===== src/rtl/fsn_pkg.sv =====
package fsn_pkg;

  localparam int MaxLayers = 8;
  localparam int LayerW = $clog2(MaxLayers + 1);
  localparam int DivW = 48;
  localparam int DivDigits = DivW / 8;

  localparam logic [47:0] SkewBias   = 48'h1800_0000_0000;
  localparam logic [47:0] SkewSub    = 48'h0800_0000_0000;
  localparam logic [47:0] UnskewBias = 48'h6000_0000_0000;
  localparam logic [47:0] UnskewSub  = 48'h2000_0000_0000;
  localparam logic [49:0] RLimit     = 50'd2577006592;
  localparam logic [16:0] AmpOne     = 17'd65536;

  localparam logic [23:0] CornerAdd [4] = '{24'd0, 24'd10923, 24'd21845, 24'd32768};

  localparam logic [7:0] Perm [256] = '{
    8'd151, 8'd160, 8'd137, 8'd91, 8'd90, 8'd15, 8'd131, 8'd13, 8'd201, 8'd95, 8'd96, 8'd53,
    8'd194, 8'd233, 8'd7, 8'd225, 8'd140, 8'd36, 8'd103, 8'd30, 8'd69, 8'd142, 8'd8, 8'd99,
    8'd37, 8'd240, 8'd21, 8'd10, 8'd23, 8'd190, 8'd6, 8'd148, 8'd247, 8'd120, 8'd234, 8'd75,
    8'd0, 8'd26, 8'd197, 8'd62, 8'd94, 8'd252, 8'd219, 8'd203, 8'd117, 8'd35, 8'd11, 8'd32,
    8'd57, 8'd177, 8'd33, 8'd88, 8'd237, 8'd149, 8'd56, 8'd87, 8'd174, 8'd20, 8'd125, 8'd136,
    8'd171, 8'd168, 8'd68, 8'd175, 8'd74, 8'd165, 8'd71, 8'd134, 8'd139, 8'd48, 8'd27, 8'd166,
    8'd77, 8'd146, 8'd158, 8'd231, 8'd83, 8'd111, 8'd229, 8'd122, 8'd60, 8'd211, 8'd133,
    8'd230, 8'd220, 8'd105, 8'd92, 8'd41, 8'd55, 8'd46, 8'd245, 8'd40, 8'd244, 8'd102,
    8'd143, 8'd54, 8'd65, 8'd25, 8'd63, 8'd161, 8'd1, 8'd216, 8'd80, 8'd73, 8'd209, 8'd76,
    8'd132, 8'd187, 8'd208, 8'd89, 8'd18, 8'd169, 8'd200, 8'd196, 8'd135, 8'd130, 8'd116,
    8'd188, 8'd159, 8'd86, 8'd164, 8'd100, 8'd109, 8'd198, 8'd173, 8'd186, 8'd3, 8'd64,
    8'd52, 8'd217, 8'd226, 8'd250, 8'd124, 8'd123, 8'd5, 8'd202, 8'd38, 8'd147, 8'd118,
    8'd126, 8'd255, 8'd82, 8'd85, 8'd212, 8'd207, 8'd206, 8'd59, 8'd227, 8'd47, 8'd16,
    8'd58, 8'd17, 8'd182, 8'd189, 8'd28, 8'd42, 8'd223, 8'd183, 8'd170, 8'd213, 8'd119,
    8'd248, 8'd152, 8'd2, 8'd44, 8'd154, 8'd163, 8'd70, 8'd221, 8'd153, 8'd101, 8'd155,
    8'd167, 8'd43, 8'd172, 8'd9, 8'd129, 8'd22, 8'd39, 8'd253, 8'd19, 8'd98, 8'd108, 8'd110,
    8'd79, 8'd113, 8'd224, 8'd232, 8'd178, 8'd185, 8'd112, 8'd104, 8'd218, 8'd246, 8'd97,
    8'd228, 8'd251, 8'd34, 8'd242, 8'd193, 8'd238, 8'd210, 8'd144, 8'd12, 8'd191, 8'd179,
    8'd162, 8'd241, 8'd81, 8'd51, 8'd145, 8'd235, 8'd249, 8'd14, 8'd239, 8'd107, 8'd49,
    8'd192, 8'd214, 8'd31, 8'd181, 8'd199, 8'd106, 8'd157, 8'd184, 8'd84, 8'd204, 8'd176,
    8'd115, 8'd121, 8'd50, 8'd45, 8'd127, 8'd4, 8'd150, 8'd254, 8'd138, 8'd236, 8'd205,
    8'd93, 8'd222, 8'd114, 8'd67, 8'd29, 8'd24, 8'd72, 8'd243, 8'd141, 8'd128, 8'd195,
    8'd78, 8'd66, 8'd215, 8'd61, 8'd156, 8'd180
  };

  typedef enum logic [2:0] {
    RegBaseFreq  = 3'd0,
    RegFreqGain  = 3'd1,
    RegAmpGain   = 3'd2,
    RegOctaves   = 3'd3,
    RegFloor     = 3'd4,
    RegStrength  = 3'd5,
    RegOffset    = 3'd6
  } reg_idx_e;

  typedef struct packed {
    logic [23:0] base_freq;
    logic [23:0] freq_gain;
    logic [15:0] amp_gain;
    logic [23:0] floor_val;
    logic [23:0] strength;
    logic [47:0] offset;
  } cfg_t;

  typedef struct packed {
    logic signed [31:0] px;
    logic signed [31:0] py;
    logic signed [31:0] pz;
    logic [LayerW-1:0]  layers;
  } item_t;

  typedef struct packed {
    logic       busy;
    logic [1:0] out_cnt;
  } back_stat_t;

endpackage


===== src/rtl/fsn_front.sv =====
module fsn_front (
  input  logic                        clk_i,
  input  logic                        rst_ni,
  input  logic                        push,
  output logic                        full,
  input  logic signed [31:0]          point_x_i,
  input  logic signed [31:0]          point_y_i,
  input  logic signed [31:0]          point_z_i,
  input  logic [3:0]                  octave_count_i,
  output logic                        valid_o,
  output fsn_pkg::item_t              item_o,
  input  logic                        take_i,
  output logic [1:0]                  count_o
);

  fsn_pkg::item_t q_q [2];
  fsn_pkg::item_t in_item;
  logic wp_q, rp_q;
  logic [1:0] cnt_q;
  logic wr, rd;

  always_comb begin
    in_item.px = point_x_i;
    in_item.py = point_y_i;
    in_item.pz = point_z_i;
    if (octave_count_i > fsn_pkg::LayerW'(fsn_pkg::MaxLayers)) begin
      in_item.layers = fsn_pkg::LayerW'(fsn_pkg::MaxLayers);
    end else begin
      in_item.layers = fsn_pkg::LayerW'(octave_count_i);
    end
  end

  assign full    = (cnt_q == 2'd2);
  assign valid_o = (cnt_q != 2'd0);
  assign item_o  = q_q[rp_q];
  assign count_o = cnt_q;
  assign wr = push && !full;
  assign rd = take_i && valid_o;

  always_ff @(posedge clk_i or negedge rst_ni) begin
    if (!rst_ni) begin
      wp_q  <= 1'b0;
      rp_q  <= 1'b0;
      cnt_q <= '0;
    end else begin
      if (wr) begin
        wp_q <= !wp_q;
      end
      if (rd) begin
        rp_q <= !rp_q;
      end
      cnt_q <= 2'(cnt_q + {1'b0, wr} - {1'b0, rd});
    end
  end

  always_ff @(posedge clk_i) begin
    if (wr) begin
      q_q[wp_q] <= in_item;
    end
  end

endmodule


===== config.mk =====
export PLATFORM = sky130hd
export DESIGN_NAME = fsn_front
export DESIGN_NICKNAME = d
export VERILOG_FILES = /design/src/rtl/fsn_pkg.sv /design/src/rtl/fsn_front.sv
export SDC_FILE = /design/constraint.sdc
export NUM_CORES = 1
export LEC_CHECK = 0
export BUFFER_PORTS_ARGS = -buffer_cell sky130_fd_sc_hd__buf_2
export CORE_ASPECT_RATIO = 0.6
export CORE_MARGIN = 5
export CORE_UTILIZATION = 47
export DETAILED_ROUTE_END_ITERATION = 10
export PLACE_DENSITY = 0.75
export SYNTH_ARGS = -nofsm -noshare
export SYNTH_HDL_FRONTEND = slang
export SYNTH_SLANG_ARGS = --single-unit

===== constraint.sdc =====
create_clock -name clk_i -period 4.96 [get_ports clk_i]
set_input_delay 0.496 -clock clk_i [delete_from_list [all_inputs] [get_ports clk_i]]
set_output_delay 0.496 -clock clk_i [all_outputs]
set_load 0.01 [all_outputs]

Yosys cells after proc, flatten, opt, wreduce, memory -nomap -nowiden

Memory sizes are Yosys's and may differ from the RTL's.
Index checks and enable logic that the tools add are counted.

Register bits after elaboration: 4
Memory bits (writable): 200
Logic and storage cells: 17
Memories: 1

Memories:

| memory | depth | width | read ports | clocked after memory_dff | wr ports | RTL line        | text |
|---|---|---|---|---|---|---|---|
| q_q    | 2     | 100   | 1          | 0                        | 1        | fsn_front.sv:16 | `fsn_pkg::item_t q_q [2];` |

Add/sub/neg operators: 2
$lt $le $gt $ge: 1
Equal/unequal tests: 1
Multiplexer cells: 3
Reduce and logical (&&, ||, !) cells: 6

Operators with widths:

| kind                                        | number |
|---|---|
| 4-bit > comparator (second input constant)  | 1 |
| 4-bit 2-to-1 mux                            | 1 |
| 1-bit zero test                             | 3 |
| 2-bit by 1-bit adder with 2-bit output      | 1 |
| 2-bit equality test (second input constant) | 1 |
| 1-bit logical AND                           | 2 |
| 1-bit 2-to-1 mux                            | 2 |
| 2-bit nonzero test                          | 1 |
| 2-bit by 1-bit subtractor with 2-bit output | 1 |

Longest topological paths before layout

Word-level depth: 5
Gate-level depth with buffers: 7
Gate-level depth less buffers: 7

Worst setup path before layout

Ideal clock, no wire load.

Path type: flip-flop to flip-flop
From: register cnt_q[0] (netlist: count_o[0])
To: memory q_q[0][0] (netlist bit) (enable)
Setup time: 0.560 ns
Arrival: 4.822 ns
Data required time: 4.400 ns
Path slack: -0.421 ns
Cell stages (with the launch flop): 4
Clock period less this slack: 5.381 ns
Cells stage by stage: dfrtp_1 nand2b_1 nand2_1 nor2_1

Longest elaborated chain between the ends: 5

Ends and longest elaborated chain:

| what                                   | RTL line        | text |
|---|---|---|
| start: declaration                     | fsn_front.sv:19 | `logic [1:0] cnt_q;` |
| start signal: assignment               | fsn_front.sv:52 | `cnt_q <= 2'(cnt_q + {1'b0, wr} - {1'b0, rd});` |
| 2-bit equality test                    | fsn_front.sv:33 | `assign full = (cnt_q == 2'd2);` |
| 1-bit zero test                        | fsn_front.sv:37 | `assign wr = push && !full;` |
| 1-bit logical AND                      | fsn_front.sv:37 |  |
| 1-bit 2-to-1 mux                       | fsn_front.sv:57 | `if (wr) begin` |
| 1-bit 2-to-1 mux (not written as such) | fsn_front.sv:58 | `q_q[wp_q] <= in_item;` |
| end: declaration                       | fsn_front.sv:16 |  |

No other way between the ends.

==> out/qor.yml <==
status: "finished clean"
antenna_found_initial: 5
cts_buffers: 19
p_clk_share_pct: 24.7
diodes: 0
initial_core_util_pct: 48.2
layoutNonFillerInstCount: 794
grt_pass1_vias: 4037
n_fill_cell: 1227
dr.pass1.iters: 4
clkSlewWorstSetupHoldPaths_ns: 0.06
p_leak_nw: 3.89
p_per_area_mw_per_mm2: 599
yosys_warnings: 0
drcViolationCount: 0
dp.cells: 760
path_max_fanout: 59
fin_skew_ns: 0.00673
wl_mm: 15.0
ctsHoldBuffers: 1
grt_setup_unrepaired: "false"
drv_cap: 0
cts_tree: "built"
drtIter0Drc: 264
postCtsSetupBuffers: 0
hp-class: "primary input to flip-flop"
hold_viol_final: 0
viasPerCell: 4.80
synth_cell_types: 19
fmaxAchievable_ghz: 0.327
final_cell_mix: "buf_2, edfxtp_1, mux2_4"
yosysTopAreaCell: "edfxtp_1"
relSlewSlack_pct: 28.0
yosysTopAreaCellShare_pct: 76.1
h-tree-depth: 1
internal-power_mw: 4.16
core_mm2: 0.0164
drv_slew: 0
seqPwrFrac_pct: 44.7
peakVddDrop_mv: 0.346
netSwitchingFraction_pct: 28.3
period_share_pct: 61.7
boundaryPins: 208
cp.required_ns: 4.46
critPathKind: "flip-flop to output pin"
yosys-top-cells-area: "edfxtp_1, mux2_4, buf_12"
netSwitchingPower_mw: 1.64
crit_arrival_ns: 2.57
whs_ns: 0.215
wl_per_cell_um: 18.9
die_area_mm2: 0.0196
seq_area_frac_synth_pct: 77.4
setup_tns_ns: 0
netlist_area_mm2: 0.00789
cts.path.max_buffers: 3
final_nets: 660
post_dp_cell_area_mm2: 0.00907
start_kind: "flip-flop"
grt_max_degree: 60
fp-row-count: 36
grt_pass1_wl_mm: 22.4
clock-root-buffer: "clkbuf_16"
min_period_ns: 3.06
synth-seq-cells: 204
clk_latency_ns: 0.47
synth_nets: 439
postLayoutCoreUtil_pct: 59.3
gr-total-overflow: 0
final_common_cell: "buf_2"
gp_congestion: 0.803
area_growth_pct: 22.9
postSynthAreaPerCell_um2: 23.7
drive_above_1_share_pct: 59.9
endpoint_kind: "output pin"
cts_sinks: 204
die_h_um: 110
num_vias: 3811
worst_slew_pin_slew_ns: 1.08
fp.dieW_um: 177
p_comb_share_pct: 30.6
fin_area_mm2: 0.00969
synthCells: 333
setup_viol: 0
port_buffers: 207
hpwl_mm: 10.6
antenna_left: 0
cts_resized: 0
grtUsageTotal_pct: 14.9
## flip-flops by register name, summed over array words and instances (netlist names)
name and count:
wp_q 1, q_q 200, rp_q 1, count_o 2
## worst paths after layout
check | startpoint | end | slack, ns | depth (start not counted)
min reg2reg | wp_q$_DFFE_PN0P_ | wp_q$_DFFE_PN0P_ | 0.58 | 1
max in group asynchronous | rst_ni | rp_q$_DFFE_PN0P_ | 4.47 | 2
min | point_x_i[27] | q_q[1][95]$_DFFE_PP_ | 0.21 | 1
max | rp_q$_DFFE_PN0P_ | item_o[95] | 1.90 | 3
min in group asynchronous | rst_ni | count_o[0]$_DFF_PN0_ | 0.36 | 2
max reg2reg | count_o[1]$_DFF_PN0_ | q_q[1][98]$_DFFE_PP_ | 2.57 | 3
## power groups by stage
stage / Clock, mW / Combinational (mW) / Sequential [mW]
6_report: 1.43 / 1.77 / 2.59
2_1_floorplan: 0 / 1.42 / 2.50
4_1_cts: 1.48 / 1.82 / 2.60
5_1_grt: 1.55 / 1.90 / 2.64
3_3_place_gp: 0 / 1.78 / 2.61
3_5_place_dp: 0 / 1.81 / 2.64
## per-stage QoR
stage | power, mW | setup slack, ns
after floorplan | 3.93 | 1.26
after global placement | 4.39 | 2.39
after detailed placement | 4.45 | 2.39
after CTS | 5.90 | 1.88
after global routing | 6.09 | 1.78
final | 5.80 | 1.90
## worst max-delay path, stage by stage (launching register included)
cell	delay (ns)
dfrtp_4	1.11
buf_12	0.40
mux2_4	0.33
buf_2	0.15
## cells by family after synthesis
logic type / after synthesis / share of synthesized area, %
flops: 204 / 77.4
mux: 100 / 18.6
buf+inv: 14 / 2.63
simple gates: 9 / 0.650
xor+xnor: 4 / 0.444
fa+ha+maj: 2 / 0.317
## synthesized netlist by cell type (all sizes together)
cell / count
nand2b: 1
and3: 1
buf: 11
dfrtp: 4
xor2: 1
xnor2: 3
or2: 1
nor2b: 3
clkbuf: 1
inv: 2
and2: 1
ha: 2
edfxtp: 200
nand2: 1
nor2: 1
mux2: 100
## final cells by class
class	instances	area, um^2	share of cell area (%)
Clock buffer	24	494	5.10
Sequential cell	204	6110	63.0
Tap cell	228	285	2.94
Timing Repair Buffer	212	1090	11.2
Inverter	2	7.51	0.0774
Clock inverter	9	120	1.24
Multi-Input combinational cell	115	1590	16.4
## per-layer routing
layer / up-vias / global-route usage (%) / wire length [um]
met2: 173 / 22.9 / 6540
met1: 1845 / 20.5 / 6460
met4: 10 / 2.87 / 212
li1: 1757 / - / -
met5: - / 0 / 53
met3: 26 / 6.20 / 1720
Power figures use the tool's default switching activity.
